**config.mk**
```make
export PLATFORM = sky130hd
export DESIGN_NAME = windows_command_line_splitter_flat
export DESIGN_NICKNAME = d
export VERILOG_FILES = /design/src/hw/rtl/wcls_pkg.sv /design/src/hw/rtl/wcls_in_if.sv /design/src/hw/rtl/wcls_out_if.sv /design/src/hw/rtl/windows_command_line_splitter.sv /design/src/hw/rtl/wcls_step.sv /design/src/hw/rtl/wcls_out_buf.sv /design/src/flat_wrapper.sv
export SDC_FILE = /design/constraint.sdc
export NUM_CORES = 1
export LEC_CHECK = 0
export ABC_AREA = 1
export ABC_CLOCK_PERIOD_IN_PS = 4400
export BUFFER_PORTS_ARGS = -buffer_cell sky130_fd_sc_hd__buf_4
export CORE_UTILIZATION = 60
export DETAILED_ROUTE_END_ITERATION = 7
export PLACE_DENSITY_LB_ADDON = 0.15
export SLEW_MARGIN = 10
export SYNTH_ARGS = -nofsm -noshare
export SYNTH_HDL_FRONTEND = slang
export SYNTH_SLANG_ARGS = --single-unit
```
**constraint.sdc**
```tcl
create_clock -name clk -period 4.4 [get_ports clk]
set_input_delay 0.44 -clock clk [delete_from_list [all_inputs] [get_ports clk]]
set_output_delay 0.44 -clock clk [all_outputs]
set_load 0.03 [all_outputs]
```
**src/hw/rtl/wcls_pkg.sv**
```systemverilog
// Shared types, character constants and helpers for the command-line splitter.
package wcls_pkg;

  // Result kinds.
  typedef enum logic [1:0] {
    KIND_DATA    = 2'd0,
    KIND_END_ARG = 2'd1,
    KIND_END_LINE = 2'd2
  } kind_t;

  // Character codes the parser reacts to.
  localparam logic [7:0] CH_NUL       = 8'h00;
  localparam logic [7:0] CH_TAB       = 8'h09;
  localparam logic [7:0] CH_LF        = 8'h0A;
  localparam logic [7:0] CH_CR        = 8'h0D;
  localparam logic [7:0] CH_SPACE     = 8'h20;
  localparam logic [7:0] CH_QUOTE     = 8'h22;
  localparam logic [7:0] CH_BACKSLASH = 8'h5C;

  // Most results one item can cause.
  localparam int unsigned MAX_RESULTS = 3;

  // One result item without its last flag.
  typedef struct packed {
    kind_t       kind;
    logic [7:0]  value;
    logic [15:0] repeat_res;
  } result_t;

  // All results of one item and how many of them are valid.
  typedef struct packed {
    logic [1:0]                    cnt;
    result_t [MAX_RESULTS-1:0]     res;
  } group_t;

  // Parser state carried from item to item.
  typedef struct packed {
    logic        inside_argument;
    logic        quoted;
    logic [15:0] slash_run;
    logic [1:0]  trail_left;
  } state_t;

  localparam state_t STATE_RESET = '{1'b0, 1'b0, 16'd0, 2'd0};

  // Number of UTF-8 trailing bytes that follow a lead byte.
  function automatic logic [1:0] trail_count(input logic [7:0] b);
    logic [1:0] n;
    case (b) inside
      [8'hC0:8'hDF]: n = 2'd1;
      [8'hE0:8'hEF]: n = 2'd2;
      [8'hF0:8'hF7]: n = 2'd3;
      default:       n = 2'd0;
    endcase
    return n;
  endfunction

endpackage

```
**src/hw/rtl/wcls_in_if.sv**
```systemverilog
// Input channel: one command-line byte per item.
interface wcls_in_if;
  logic       valid;
  logic       ready;
  logic [7:0] ch;

  modport source (output valid, output ch, input ready);
  modport sink   (input valid, input ch, output ready);
endinterface

```
**src/hw/rtl/wcls_out_if.sv**
```systemverilog
// Result channel: one parsed result per item.
interface wcls_out_if;
  logic        valid;
  logic        ready;
  logic [1:0]  kind;
  logic [7:0]  value;
  logic [15:0] repeat_res;
  logic        last;

  modport source (output valid, output kind, output value, output repeat_res, output last,
                  input ready);
  modport sink   (input valid, input kind, input value, input repeat_res, input last,
                  output ready);
endinterface

```
**src/hw/rtl/windows_command_line_splitter.sv**
```systemverilog
// Top level of the command-line splitter: input register, parser state and result buffer.
//
//   Channel   Dir  Payload                          Accepted when
//   in_ch     in   ch[7:0]                          valid && ready
//   out_res   out  kind, value, repeat_res, last    valid && ready
//
// A byte is registered on acceptance and parsed in the next cycle against the parser
// state; its results (0 to 3) move into the result buffer as a group, going out one per
// cycle while out_res is ready. Then, with at most one result per byte, the input
// runs at one byte per cycle; a byte with more results holds it until the last one leaves.
// Reset (synchronous, rst_n low) empties both registers and returns to skipping whitespace.
// A stalled out_res holds the buffer; the input register fills, passing result-free bytes.
module windows_command_line_splitter #(
  parameter int unsigned MAX_SLASH_RUN = 65535
) (
  input  logic        clk,
  input  logic        rst_n,
  wcls_in_if.sink     in_ch,
  wcls_out_if.source  out_res
);
  import wcls_pkg::*;

  logic       a_valid_r;
  logic [7:0] a_ch_r;
  state_t     st_r;
  state_t     st_nxt;
  group_t     grp;
  logic       grp_free;
  logic       a_take;
  logic       load;

  // The registered byte moves on when its results fit in the buffer.
  assign a_take      = a_valid_r && ((grp.cnt == 2'd0) || grp_free);
  assign load        = a_take && (grp.cnt != 2'd0);
  assign in_ch.ready = !a_valid_r || a_take;

  // Input register and parser state.
  always_ff @(posedge clk) begin
    if (!rst_n) begin
      a_valid_r <= 1'b0;
      st_r      <= STATE_RESET;
    end else begin
      if (in_ch.ready) begin
        a_valid_r <= in_ch.valid;
      end
      if (a_take) begin
        st_r <= st_nxt;
      end
    end
  end

  always_ff @(posedge clk) begin
    if (in_ch.valid && in_ch.ready) begin
      a_ch_r <= in_ch.ch;
    end
  end

  // Parse logic.
  wcls_step #(
    .MAX_RUN (16'(MAX_SLASH_RUN))
  ) u_step (
    .st     (st_r),
    .ch     (a_ch_r),
    .st_nxt (st_nxt),
    .grp    (grp)
  );

  // Result buffer.
  wcls_out_buf u_out_buf (
    .clk     (clk),
    .rst_n   (rst_n),
    .load    (load),
    .grp     (grp),
    .free    (grp_free),
    .out_res (out_res)
  );

endmodule

```
**src/hw/rtl/wcls_step.sv**
```systemverilog
// Per-byte parse logic: next state and up to three results for one byte.
module wcls_step #(
  parameter logic [15:0] MAX_RUN = 16'hFFFF
) (
  input  wcls_pkg::state_t st,
  input  logic [7:0]       ch,
  output wcls_pkg::state_t st_nxt,
  output wcls_pkg::group_t grp
);
  import wcls_pkg::*;

  // Decode the byte against the current state and collect the results in order.
  always_comb begin
    logic [1:0]  n;
    logic        q;
    logic [15:0] s;
    logic        ws;
    n      = 2'd0;
    st_nxt = st;
    grp    = '0;
    q      = st.inside_argument ? st.quoted : 1'b0;
    s      = st.inside_argument ? st.slash_run : 16'd0;
    ws     = (ch == CH_SPACE) || (ch == CH_TAB);

    if (ch == CH_NUL) begin
      // End of line: flush the argument if one is open, then reset all state.
      if (st.inside_argument) begin
        if (st.slash_run != 16'd0) begin
          grp.res[n] = '{KIND_DATA, CH_BACKSLASH, st.slash_run};
          n = n + 2'd1;
        end
        grp.res[n] = '{KIND_END_ARG, 8'd0, 16'd1};
        n = n + 2'd1;
      end
      grp.res[n] = '{KIND_END_LINE, 8'd0, 16'd1};
      n = n + 2'd1;
      st_nxt = STATE_RESET;
    end else if (st.trail_left != 2'd0) begin
      // UTF-8 trailing byte is copied without interpretation.
      grp.res[n] = '{KIND_DATA, ch, 16'd1};
      n = n + 2'd1;
      st_nxt.trail_left = st.trail_left - 2'd1;
    end else if (!st.inside_argument && (ws || ch == CH_CR || ch == CH_LF)) begin
      // Whitespace between arguments is skipped.
      st_nxt = st;
    end else begin
      st_nxt.inside_argument = 1'b1;
      st_nxt.quoted          = q;
      st_nxt.slash_run       = 16'd0;
      if (ws) begin
        // Space or tab: data inside quotes, otherwise the argument ends.
        if (s != 16'd0) begin
          grp.res[n] = '{KIND_DATA, CH_BACKSLASH, s};
          n = n + 2'd1;
        end
        if (q) begin
          grp.res[n] = '{KIND_DATA, ch, 16'd1};
        end else begin
          grp.res[n] = '{KIND_END_ARG, 8'd0, 16'd1};
          st_nxt.inside_argument = 1'b0;
        end
        n = n + 2'd1;
      end else if (ch == CH_QUOTE) begin
        // Halve the held run; an even run toggles quoting, an odd one escapes the quote.
        if (s >= 16'd2) begin
          grp.res[n] = '{KIND_DATA, CH_BACKSLASH, {1'b0, s[15:1]}};
          n = n + 2'd1;
        end
        if (!s[0]) begin
          st_nxt.quoted = !q;
        end else begin
          grp.res[n] = '{KIND_DATA, CH_QUOTE, 16'd1};
          n = n + 2'd1;
        end
      end else if (ch == CH_BACKSLASH) begin
        // Count backslashes, saturating at the run limit.
        st_nxt.slash_run = (s < MAX_RUN) ? s + 16'd1 : s;
      end else begin
        // Ordinary byte: flush held backslashes, emit it, note UTF-8 trailers.
        if (s != 16'd0) begin
          grp.res[n] = '{KIND_DATA, CH_BACKSLASH, s};
          n = n + 2'd1;
        end
        grp.res[n] = '{KIND_DATA, ch, 16'd1};
        n = n + 2'd1;
        st_nxt.trail_left = trail_count(ch);
      end
    end
    grp.cnt = n;
  end

endmodule

```
**src/hw/rtl/wcls_out_buf.sv**
```systemverilog
// Result register: holds one item's results and sends one per cycle while ready.
module wcls_out_buf (
  input  logic             clk,
  input  logic             rst_n,
  input  logic             load,
  input  wcls_pkg::group_t grp,
  output logic             free,
  wcls_out_if.source       out_res
);
  import wcls_pkg::*;

  logic       v_r;
  logic [1:0] idx_r;
  group_t     g_r;
  result_t    cur;
  logic       is_last;

  assign is_last = (idx_r == g_r.cnt - 2'd1);
  assign free    = !v_r || (out_res.ready && is_last);

  // Walk through the held results; a new group may load as the last one leaves.
  always_ff @(posedge clk) begin
    if (!rst_n) begin
      v_r   <= 1'b0;
      idx_r <= 2'd0;
    end else if (load) begin
      v_r   <= 1'b1;
      idx_r <= 2'd0;
    end else if (v_r && out_res.ready) begin
      if (is_last) begin
        v_r <= 1'b0;
      end else begin
        idx_r <= idx_r + 2'd1;
      end
    end
  end

  always_ff @(posedge clk) begin
    if (load) begin
      g_r <= grp;
    end
  end

  // Present the current result.
  assign cur                = g_r.res[idx_r];
  assign out_res.valid      = v_r;
  assign out_res.kind       = cur.kind;
  assign out_res.value      = cur.value;
  assign out_res.repeat_res = cur.repeat_res;
  assign out_res.last       = is_last;

endmodule
```
**src/flat_wrapper.sv**
```systemverilog
// flat-port wrapper written by rule: the top's interface ports become plain ports
module windows_command_line_splitter_flat import wcls_pkg::*;
#(
  parameter int unsigned MAX_SLASH_RUN = 65535
)
  (clk, rst_n, in_ch_valid, in_ch_ch, in_ch_ready, out_res_valid, out_res_kind, out_res_value, out_res_repeat_res, out_res_last, out_res_ready);
  wcls_in_if in_ch_i ();
  wcls_out_if out_res_i ();
  input  logic clk;
  input  logic rst_n;
  input wire logic [$bits(in_ch_i.valid)-1:0] in_ch_valid;
  input wire logic [$bits(in_ch_i.ch)-1:0] in_ch_ch;
  output wire logic [$bits(in_ch_i.ready)-1:0] in_ch_ready;
  output wire logic [$bits(out_res_i.valid)-1:0] out_res_valid;
  output wire logic [$bits(out_res_i.kind)-1:0] out_res_kind;
  output wire logic [$bits(out_res_i.value)-1:0] out_res_value;
  output wire logic [$bits(out_res_i.repeat_res)-1:0] out_res_repeat_res;
  output wire logic [$bits(out_res_i.last)-1:0] out_res_last;
  input wire logic [$bits(out_res_i.ready)-1:0] out_res_ready;
  assign in_ch_i.valid = in_ch_valid;
  assign in_ch_i.ch = in_ch_ch;
  assign in_ch_ready = in_ch_i.ready;
  assign out_res_valid = out_res_i.valid;
  assign out_res_kind = out_res_i.kind;
  assign out_res_value = out_res_i.value;
  assign out_res_repeat_res = out_res_i.repeat_res;
  assign out_res_last = out_res_i.last;
  assign out_res_i.ready = out_res_ready;
  windows_command_line_splitter #(.MAX_SLASH_RUN(MAX_SLASH_RUN)) u_core (.clk(clk), .rst_n(rst_n), .in_ch(in_ch_i), .out_res(out_res_i));
endmodule
```
==> Word level (Yosys, flattened, before mapping) <==
Cells that the tools add are included.
{ "word_totals": {"ff_bits": 112, "latchBits": 0, "mem_bits_rw": 0, "romBits": 0, "inputBits": 12, "output_inout_bits": 29, "word_cells": 205, "n_memories": 0} }
{ "classes": {"n_addsub": 9, "mul": 0, "div_mod_pow": 0, "n_lt_le_gt_ge": 19, "eq_ne": 13, "n_shift": 0, "muxes": 95, "bitwise": 14, "n_reduce_logical": 37} }
{ "op_table": {"columns": ["operator", "count"], "rows": [
  ["$mux W78", 9],
  ["$mux W26", 24],
  ["$demux W26 S2", 5],
  ["$not A72 Y72", 3],
  ["$bwmux W78", 2],
  ["$and A24 B72 Y72", 2],
  ["$and A72 B72 Y72", 1],
  ["$and A23 B69 Y69", 1],
  ["$mux W23", 3],
  ["$not A69 Y69", 1],
  ["$mux W2", 31],
  ["$bmux W26 S2", 1],
  ["$mux W52", 1],
  ["$mux W16", 3],
  ["$mux W20", 2],
  ["$mux W18", 2],
  ["$reduce_bool A16 Y1", 2],
  ["$eq A8 B4 Y1 const B", 3],
  ["$ge A8 B8 Y1 const B", 3],
  ["$le A8 B8 Y1 const B", 3],
  ["$mux W19", 1],
  ["$lt A2 B3 Y1 const B", 6],
  ["$add A16 B1 Y16 const B", 1],
  ["$eq A8 B6 Y1 const B", 2],
  ["25 further kinds", 75]
]} }

==> Longest topological paths before layout <==
Gate-level depths: netlist of run 1.
{ "logic_depth": {"word_depth": 22, "depth_mapped": 20, "mapped_depth_nobuf": 18} }

==> By module <==
A second synthesis of run 1 with hierarchy kept.
{ "hier_totals": {"cells_unflattened": 851, "hier_area_um2": 6882.9} }
{ "by_module_without_submodules": {"columns": ["mod", "instances", "cells_each", "area_each_um2", "seq_area_each_um2"], "rows": [
  ["wcls_out_buf", 1, 230, 3186.8, 2462.4],
  ["wcls_step", 1, 472, 2483.6, 0.0],
  ["windows_command_line_splitter", 1, 149, 1212.4, 660.6]
]} }

==> Worst setup path after synthesis of run 1 <==
Ideal clock, no wire load.
{ "synth_timing": {"kind": "reg-to-reg", "start": "register u_core.st_r[19] (netlist name)", "end": "register u_core.u_out_buf.g_r[0] (netlist name) (enable)", "setup_ns": 0.393, "arrival_ns": 2.981, "required_ns": 4.007, "slack_ns": 1.025, "stages_incl_launch_ff": 16, "path_buffers": 1, "period_less_slack_ns": 3.375, "cell_sequence": "dfxtp_1 buf_2 nand2_1 ha_1 or3_1 nor3b_2 inv_1 ha_1 nand2_1 nand2_1 nand2_1 nand2_1 nand2_1 nand2_2 nand3_1 inv_1"} }
{ "synth_via": {"elab_chain_cells": 20, "elab_cells_between_ends": 40, "classes_between": "4 x add/sub; 1 x order compare; 27 x mux; 8 x reduce/logical"} }
{ "synth_rtl": {"columns": ["element", "line", "text"], "rows": [
  ["start, declared", "windows_command_line_splitter.sv:25", "state_t st_r;"],
  ["start signal, assigned", "windows_command_line_splitter.sv:47", "st_r <= st_nxt;"],
  ["parallel branches: the longest is 15 deep, another holds $ge A16 B2 Y1", null, null],
  ["$mux W2 *", "wcls_step.sv:25", "if (ch == CH_NUL) begin"],
  ["$logic_not A2 Y1", "windows_command_line_splitter.sv:33", "assign a_take = a_valid_r && ((grp.cnt == 2'd0) || grp_free);"],
  ["$logic_or A1 B1 Y1", "windows_command_line_splitter.sv:33", null],
  ["$logic_and A1 B1 Y1", "windows_command_line_splitter.sv:33", null],
  ["$logic_and A1 B1 Y1 *", "windows_command_line_splitter.sv:34", "assign load = a_take && (grp.cnt != 2'd0);"],
  ["net u_core.load", "windows_command_line_splitter.sv:30", "logic load;"],
  ["end signal, assigned", "wcls_out_buf.sv:40", "g_r <= grp;"],
  ["end, declared", "wcls_out_buf.sv:14", "group_t g_r;"]
]} }
Mark *: on every way through the listed nets, which the timed path passes. The select of a mux whose other input is x is not followed.
A chain may end at the register's enable or synchronous reset.

==> Worst setup path after layout of run 1 <==
{ "layout_timing": {"start": "register u_core.st_r[19] (netlist name)", "end": "output in_ch_ready"} }
{ "layout_via": {"elab_chain_cells": 20, "elab_cells_between_ends": 39, "classes_between": "4 x add/sub; 1 x order compare; 27 x mux; 7 x reduce/logical"} }
{ "layout_rtl": {"columns": ["element", "line", "text"], "rows": [
  ["parallel branches: the longest is 15 deep, another holds $ge A16 B2 Y1", null, null],
  ["$mux W2 *", "wcls_step.sv:25", null],
  ["$logic_not A2 Y1 *", "windows_command_line_splitter.sv:33", null],
  ["$logic_or A1 B1 Y1 *", "windows_command_line_splitter.sv:33", null],
  ["$logic_and A1 B1 Y1 *", "windows_command_line_splitter.sv:33", null],
  ["$logic_or A1 B1 Y1 *", "windows_command_line_splitter.sv:35", "assign in_ch.ready = !a_valid_r || a_take;"],
  ["end, declared", "flat_wrapper.sv:13", "output wire logic [$bits(in_ch_i.ready)-1:0] in_ch_ready;"]
]} }
Every way passes the cells marked *. The select of a mux whose other input is x is not followed.

==> results.md, run 1 <==
- Instance area after placement: 4810 um2
- Clock tree skew after final layout: between 0.015 and 0.02 ns
- DRT iter0 DRCs: 525
- Minimum period implied by the final worst setup slack: 3.98 ns
- Startpoint of the most critical setup path: u_core.st_r[19]$_SDFFE_PN0P_
- Count of standard-cell rows: 31
- Worst path arrival time: about 3.5 ns
- Synthesis warning total: 0
- Switching power as a share of total power: about a third
- Final-stage net count: ~670
- Total power divided by cell area: around 380 nW/um2
- Port buffer count: 40
- Post-detailed-placement half-perimeter wirelength: 8550 um
- Post-Syn Instances: 621
- Mapped cell area: roughly 4500 um2
- Worst supply voltage drop on vdd: just under 200 uV
- Total leakage power: around 2.2 nW
- Required time of the critical path: 3.96 ns
- Final-layout setup total negative slack: 0 ns
- CTS clock-pin slew for the worst setup and hold paths: 0.07 ns
- Maximum number of pins on one net before global-route repair: 40
- Number of global-route vias before repair: about 3,700
- Finished layout cell area: ~5000 um2
- Portion of the post-synthesis area used by sequential elements: 42.3%
- Internal power contribution: approximately 1.2 mW
- Critical Path Slowest Stage Cell: sky130_fd_sc_hd__dfxtp_1
- Fraction of final layout cells with drive strength greater than 1: approximately 15%
- Reg-to-reg endpoint: u_core.u_out_buf.g_r[14]$_DFFE_PP_
- Maximum cell stage delay along the critical path: about 0.81 ns
- CTS Root Cell: sky130_fd_sc_hd__clkbuf_8
- Inserted Diodes: 0
- Via total after detailed routing: 4,351
- Setup Buffers After CTS: 0
- Cell depth of the worst flop-to-flop path: 15
- Worst flop-to-flop path startpoint: u_core.st_r[19]$_SDFFE_PN0P_
- Unique masters post-synth: 37
- Max clock buf depth: 2
- Startpoint type of the worst setup path: register
- Die span in y: slightly below 90 um
- Clock tree from TritonCTS: done
- Run status: finished clean
- Syn avg cell area: 7.20 um2
- PostCTS Resize Cnt: 0
- Commonest cells after routing, fill and taps aside: 136 x sky130_fd_sc_hd__nand2_1, 105 x sky130_fd_sc_hd__nor2_1, 81 x sky130_fd_sc_hd__inv_1, 47 x sky130_fd_sc_hd__edfxtp_1, 43 x sky130_fd_sc_hd__buf_4
- Relative contribution of combinational cells to total power: around 27%
- Total overflow reported by the global router: 0
- Worst setup path endpoint: in_ch_ready
- Number of hold violations in the final report: 0
- # clock sinks: 71
- DR pass1 iterations: 6
- Core area: about 7000 um2
- Tot Pwr: approximately 1.9 mW
- CTS Hold Bufs: 0
- Max Fanout on Critical Path: 20
- Starting density of the core: about three fifths
- Sequential group share of total power: 44.8%
- Antenna violations before repair: 0
- Commonest non-fill, non-tap cell in the layout: sky130_fd_sc_hd__nand2_1
- Share of power burned in the clock network: 28.2%
- H-tree level count: 3
- Total clock buffers created by CTS: 9
- Number of fill cells in the layout: 618
- Number of top-level pins: between 40 and 50
- Hold Crit Start: in_ch_ch[2]
- Placer Congestion: roughly 0.95
- Overall track demand over capacity in global routing: 31.3%
- Synthesis-to-finish area growth: 12.0%
- Wire per inst: between 15 and 20 um
- Post-synthesis register bit count: 71
- Final critical-path share of the clock period: about nine tenths
- Most prevalent standard cell on the critical path: sky130_fd_sc_hd__nand2_1
- Clock insertion delay at the later pin of the skew report: ~0.36 ns
- Net switching power of the design: between 0.6 and 0.7 mW
- Worst slew pin tran: approximately 1.1 ns
- Count of maximum capacitance violations: 0
- Worst relative slew slack: between 20 and 30%
- Routed wire length: roughly 12,000 um
- Number of slew-limit violations in the final report: 0
- Class of the worst hold path: in2reg
- Global-route wire length before repair: roughly 18,000 um
- Width of the die: about 88 um
- Final routed DRC violation total: 0
- Register-to-Register Setup Slack: 0.67 ns
- Endpoints failing setup: 0
- Ratio of routed vias to standard cells: just under 6
- Full die area: approximately 7800 um2
- Max Fclk: between 200 and 300 MHz
- Net count after synthesis: 638
- Class of the most critical setup path: reg2out
- CP Capture Type: primary output
- DRT antenna net count: 0
- Critical Path, Cell by Cell: nand2_1 -> ha_1 -> or3_1 -> nor3b_2 -> inv_1 -> ha_1 -> nand2_1 -> nand2_1 -> nand2_1 -> nand2_1 -> nand2_1 -> nand2_2 -> nand3_1 -> buf_4
- Unrepaired setup endpoints after global routing: no
==> cells by family after synthesis <==
group                      Yosys count  synth area share (%)
and+or+nand+nor                    333                  33.3
buffers and inverters              120                  10.5
AOI/OAI and AO/OA                   86                  11.4
DFF                                 71                  42.3
xor gates and xnor gates             6                  1.18
adders and majority gates            5                  1.40
==> worst max-delay path: cells and delay by family, from the launching register on <==
| family | cells | cell delay, ns |
|---|---|---|
| AND/OR/NAND/NOR | 10 | 1.52 |
| buffers and inverters | 2 | 0.31 |
| flip-flops | 1 | 0.81 |
| adder cells (fa/ha/maj) | 2 | 0.55 |
==> sequential cells by signal (all words and copies together), names as in the netlist <==
name and cells:
u_core.a_ch_r 8, u_core.a_valid_r 1, u_core.st_r 20, u_core.u_out_buf.g_r 39, u_core.u_out_buf.idx_r 2, u_core.u_out_buf.out_res.valid 1
==> final cells by class <==
| cell class | count | area, um2 | area share, % |
|---|---|---|---|
| clock buffers | 10 | 128 | 2.55 |
| clock inverters | 6 | 67.6 | 1.35 |
| inverters | 96 | 360 | 7.20 |
| multi-input cells | 430 | 2110 | 42.2 |
| flip-flops and latches | 71 | 1890 | 37.8 |
| well taps | 99 | 124 | 2.48 |
| repair buffers | 43 | 323 | 6.45 |
==> synthesized netlist by cell type (all sizes together) <==
library cell	n	share of area [%]
nand3b	1	0.17
nand4	27	3.9
nor3	12	1.6
buf	11	1.3
ha	5	1.4
nor3b	1	0.28
a22oi	12	2.0
nand2	142	12
xnor2	1	0.20
nor2	116	11
o31ai	2	0.34
clkbuf	13	1.1
inv	96	8.1
or2	1	0.14
dfxtp	24	11
nor4	5	0.70
o22ai	14	2.0
a31oi	1	0.14
or3	1	0.14
nand3	27	3.3
a21oi	16	1.9
o211ai	7	1.2
xor2	5	0.98
edfxtp	47	32
o21ai	33	3.7
a211oi	1	0.17
==> power groups by stage <==
stage	Sequential [mW]	Combinational (mW)	Clock (mW)
after global placement	0.852	0.488	0
after detailed placement	0.854	0.500	0
after floorplan	0.840	0.367	0
after global routing	0.849	0.562	0.557
final	0.842	0.509	0.530
after CTS	0.840	0.503	0.532
==> stage by stage <==
stage                     util [%]  hold WS (ns)  std cells  setup WS (ns)
after floorplan                  -         0.486        621           1.03
after global routing          69.4         0.253        755          0.200
after detailed placement      66.7         0.530        739          0.714
after global placement        66.7         0.512        739          0.886
after CTS                     69.4         0.260        755          0.465
final                         69.4         0.262        755          0.416
==> metal layers <==
metal  up-vias  part of all wire [%]  global-route usage (%)
li1       2105                     -                       -
met1      1981                    44                    45.8
met2       246                    44                    48.5
met3        19                    10                    5.41
met4         0                   1.1                    7.18
met5         -                     0                       0
==> worst min-delay path by stage <==
stage	end	slack, ns	cells after the start
after detailed placement	u_core.st_r[1]$_SDFFE_PN0P_	0.53	2
after global routing	u_core.a_ch_r[4]$_DFFE_PP_	0.25	1
after global placement	u_core.st_r[1]$_SDFFE_PN0P_	0.51	2
final	u_core.a_ch_r[2]$_DFFE_PP_	0.26	1
after CTS	u_core.a_ch_r[2]$_DFFE_PP_	0.26	1
after floorplan	u_core.st_r[18]$_SDFFE_PN0P_	0.49	4
No activity file was read; power rests on OpenSTA's default activity.
==> run 2, diff against run 1 <==
Settings changed: RECOVER_POWER set to 50.
==> results.md, run 2 (synthesis results as in run 1) <==
- Run status: finished clean
- DRT antenna net count: 0
- Number of top-level pins: 41
- Total clock buffers created by CTS: 9
- Startpoint type of the worst setup path: register
- Worst slew pin tran: 1.09 ns
- Commonest non-fill, non-tap cell in the layout: sky130_fd_sc_hd__nand2_1
- Number of hold violations in the final report: 0
- CTS Hold Bufs: 0
- Clock tree from TritonCTS: done
- Endpoints failing setup: 0
- Maximum number of pins on one net before global-route repair: 40
- Via total after detailed routing: approximately 4,300
- Clock tree skew after final layout: approximately 0.015 ns
- Max Fanout on Critical Path: 20
- Final routed DRC violation total: 0
- CP Capture Type: primary output
- Minimum period implied by the final worst setup slack: approximately 4 ns
- Wire per inst: 15.7 um
- Cell type group with the largest total delay on the critical path: simple AND/OR/NAND/NOR gates
- Post-route non-filler standard cell count: 755
- Unrepaired setup endpoints after global routing: no
- Routing usage on met1: 45.8%
- Max FFs per register: 39
- PostCTS Resize Cnt: 0
- Overall track demand over capacity in global routing: a little under a third
- Buf+Inv Stages, Crit Path: 2
- Number of global-route vias before repair: between 3,000 and 4,000
- Core area: 7210 um2
- # clock sinks: 71
- Number of fill cells in the layout: between 600 and 700
- CTS clock-pin slew for the worst setup and hold paths: around 0.070 ns
- Starting density of the core: 62.0%
- Die span in y: approximately 90 um
- Reg-to-reg endpoint: u_core.u_out_buf.g_r[14]$_DFFE_PP_
- Number of slew-limit violations in the final report: 0
- DR pass1 iterations: 6
- Width of the die: 88.3 um
- Final critical-path share of the clock period: around 90%
- Fraction of final layout cells with drive strength greater than 1: 9.30%
- Final-layout setup total negative slack: 0 ns
- Hold slack: around 0.29 ns
- Placer Congestion: roughly 0.95
- Most prevalent standard cell on the critical path: sky130_fd_sc_hd__nor2_1
- Count of maximum capacitance violations: 0
- Worst supply voltage drop on vdd: ~190 uV
- Port buffer count: 40
- Number of cells on the worst hold path: 1
- Worst path arrival time: about 3.6 ns
- Required time of the critical path: between 3 and 4 ns
- Antenna violations before repair: 0
- Class of the worst hold path: in2reg
- Final-stage net count: 668
- Clock insertion delay at the later pin of the skew report: 0.36 ns
- Placed cell count: 739
- Startpoint of the most critical setup path: u_core.st_r[19]$_SDFFE_PN0P_
- Maximum cell stage delay along the critical path: just over 0.8 ns
- Global-route wire length before repair: between 15,000 and 20,000 um
- Synthesis-to-finish area growth: 9.07%
- Layer with the highest usage: met2
- Class of the most critical setup path: reg2out
- Critical Path Slowest Stage Cell: sky130_fd_sc_hd__nor2_1
- Largest registers in the final layout: u_core.u_out_buf.g_r: 39 flops, u_core.st_r: 20 flops, u_core.a_ch_r: 8 flops
- Max clock buf depth: 2
- Reg with most FFs: u_core.u_out_buf.g_r
- Post-detailed-placement half-perimeter wirelength: 8550 um
- Count of standard-cell rows: 31
- Critical Path, Cell by Cell: nand2_1 -> ha_1 -> inv_1 -> nor2_1 -> nand2_1 -> nor2_1 -> nor2_1 -> nor2_4 -> nor2_2 -> nor2_4 -> nand2_2 -> nand3_1 -> buf_4
- Register-to-Register Setup Slack: about 0.63 ns
- H-tree level count: 3
- Max Fclk: 248 MHz
- Worst flop-to-flop path startpoint: u_core.st_r[19]$_SDFFE_PN0P_
- Routed wire length: roughly 12,000 um
- DRT iter0 DRCs: ~490
- Register area: approximately 1900 um2
- Worst Hold End: u_core.a_ch_r[4]$_DFFE_PP_
- Cell depth of the worst flop-to-flop path: 14
- Total leakage power: approximately 2.1 nW
- CTS Root Cell: sky130_fd_sc_hd__clkbuf_8
- Global Route met2 Usage: between 40% and 50%
- Setup Buffers After CTS: 0
- Ratio of routed vias to standard cells: between 5 and 6
- Total power divided by cell area: 378 nW/um2
- Total overflow reported by the global router: 0
- Hold Crit Start: in_ch_ch[4]
- Area taken by multi-input logic gates: 2080 um2
- Full die area: between 7000 and 8000 um2
- Met3 track demand over resource: about 5.4%
- Inserted Diodes: 0
- Commonest cells after routing, fill and taps aside: 136 x sky130_fd_sc_hd__nand2_1, 110 x sky130_fd_sc_hd__nor2_1, 82 x sky130_fd_sc_hd__inv_1, 47 x sky130_fd_sc_hd__edfxtp_1, 33 x sky130_fd_sc_hd__o21ai_0
- Worst relative slew slack: between 20 and 30%
-- run 2: metal layers --
| layer | up-vias | wire, um |
|---|---|---|
| li1 | 2103 | - |
| met5 | - | 0 |
| met4 | 0 | 116 |
| met2 | 214 | 5200 |
| met1 | 1981 | 5390 |
| met3 | 18 | 1120 |
-- run 2: layout make-up --
| type | count | area share (%) |
|---|---|---|
| multi-input cells | 430 | 42.7 |
| flip-flops and latches | 71 | 38.8 |
| clock inverters | 6 | 1.39 |
| repair buffers | 43 | 4.54 |
| inverters | 96 | 7.39 |
| clock buffers | 10 | 2.62 |
| well taps | 99 | 2.54 |
-- run 2: power breakdown --
| part | internal [mW] | switching, mW |
|---|---|---|
| combinational | 0.125 | 0.350 |
| sequential | 0.796 | 0.0453 |
| clock | 0.265 | 0.263 |
-- run 2: worst register-to-register path, cell delays in order (launching register included) --
cell and delay (ns):
sky130_fd_sc_hd__dfxtp_1 0.82, sky130_fd_sc_hd__nand2_1 0.32, sky130_fd_sc_hd__ha_1 0.29, sky130_fd_sc_hd__inv_1 0.05
sky130_fd_sc_hd__nor2_1 0.04, sky130_fd_sc_hd__nand2_1 0.06, sky130_fd_sc_hd__nor2_1 0.07, sky130_fd_sc_hd__nor2_1 0.83
sky130_fd_sc_hd__nor2_4 0.03, sky130_fd_sc_hd__nor2_2 0.19, sky130_fd_sc_hd__nor2_4 0.05, sky130_fd_sc_hd__nand2_2 0.08
sky130_fd_sc_hd__nand3_1 0.11, sky130_fd_sc_hd__inv_1 0.08, sky130_fd_sc_hd__buf_4 0.41
-- run 2: worst max path at each step --
stage	endpoint	slack (ns)	depth (start not counted)
floorplan	u_core.u_out_buf.g_r[0]$_DFFE_PP_	1.03	15
global placement	u_core.u_out_buf.g_r[7]$_DFFE_PP_	0.89	15
detailed placement	u_core.u_out_buf.g_r[10]$_DFFE_PP_	0.71	15
CTS	in_ch_ready	0.47	14
global route	in_ch_ready	0.11	13
finish	in_ch_ready	0.37	13
-- run 2: per-stage QoR --
step	cell area [um2]	util [%]	total power [mW]	setup slack, ns
finish	4880	67.6	1.84	0.372
global route	4880	67.6	1.93	0.106
CTS	5000	69.4	1.88	0.465
detailed placement	4810	66.7	1.35	0.714
global placement	4810	66.7	1.34	0.886
floorplan	4470	-	1.21	1.03
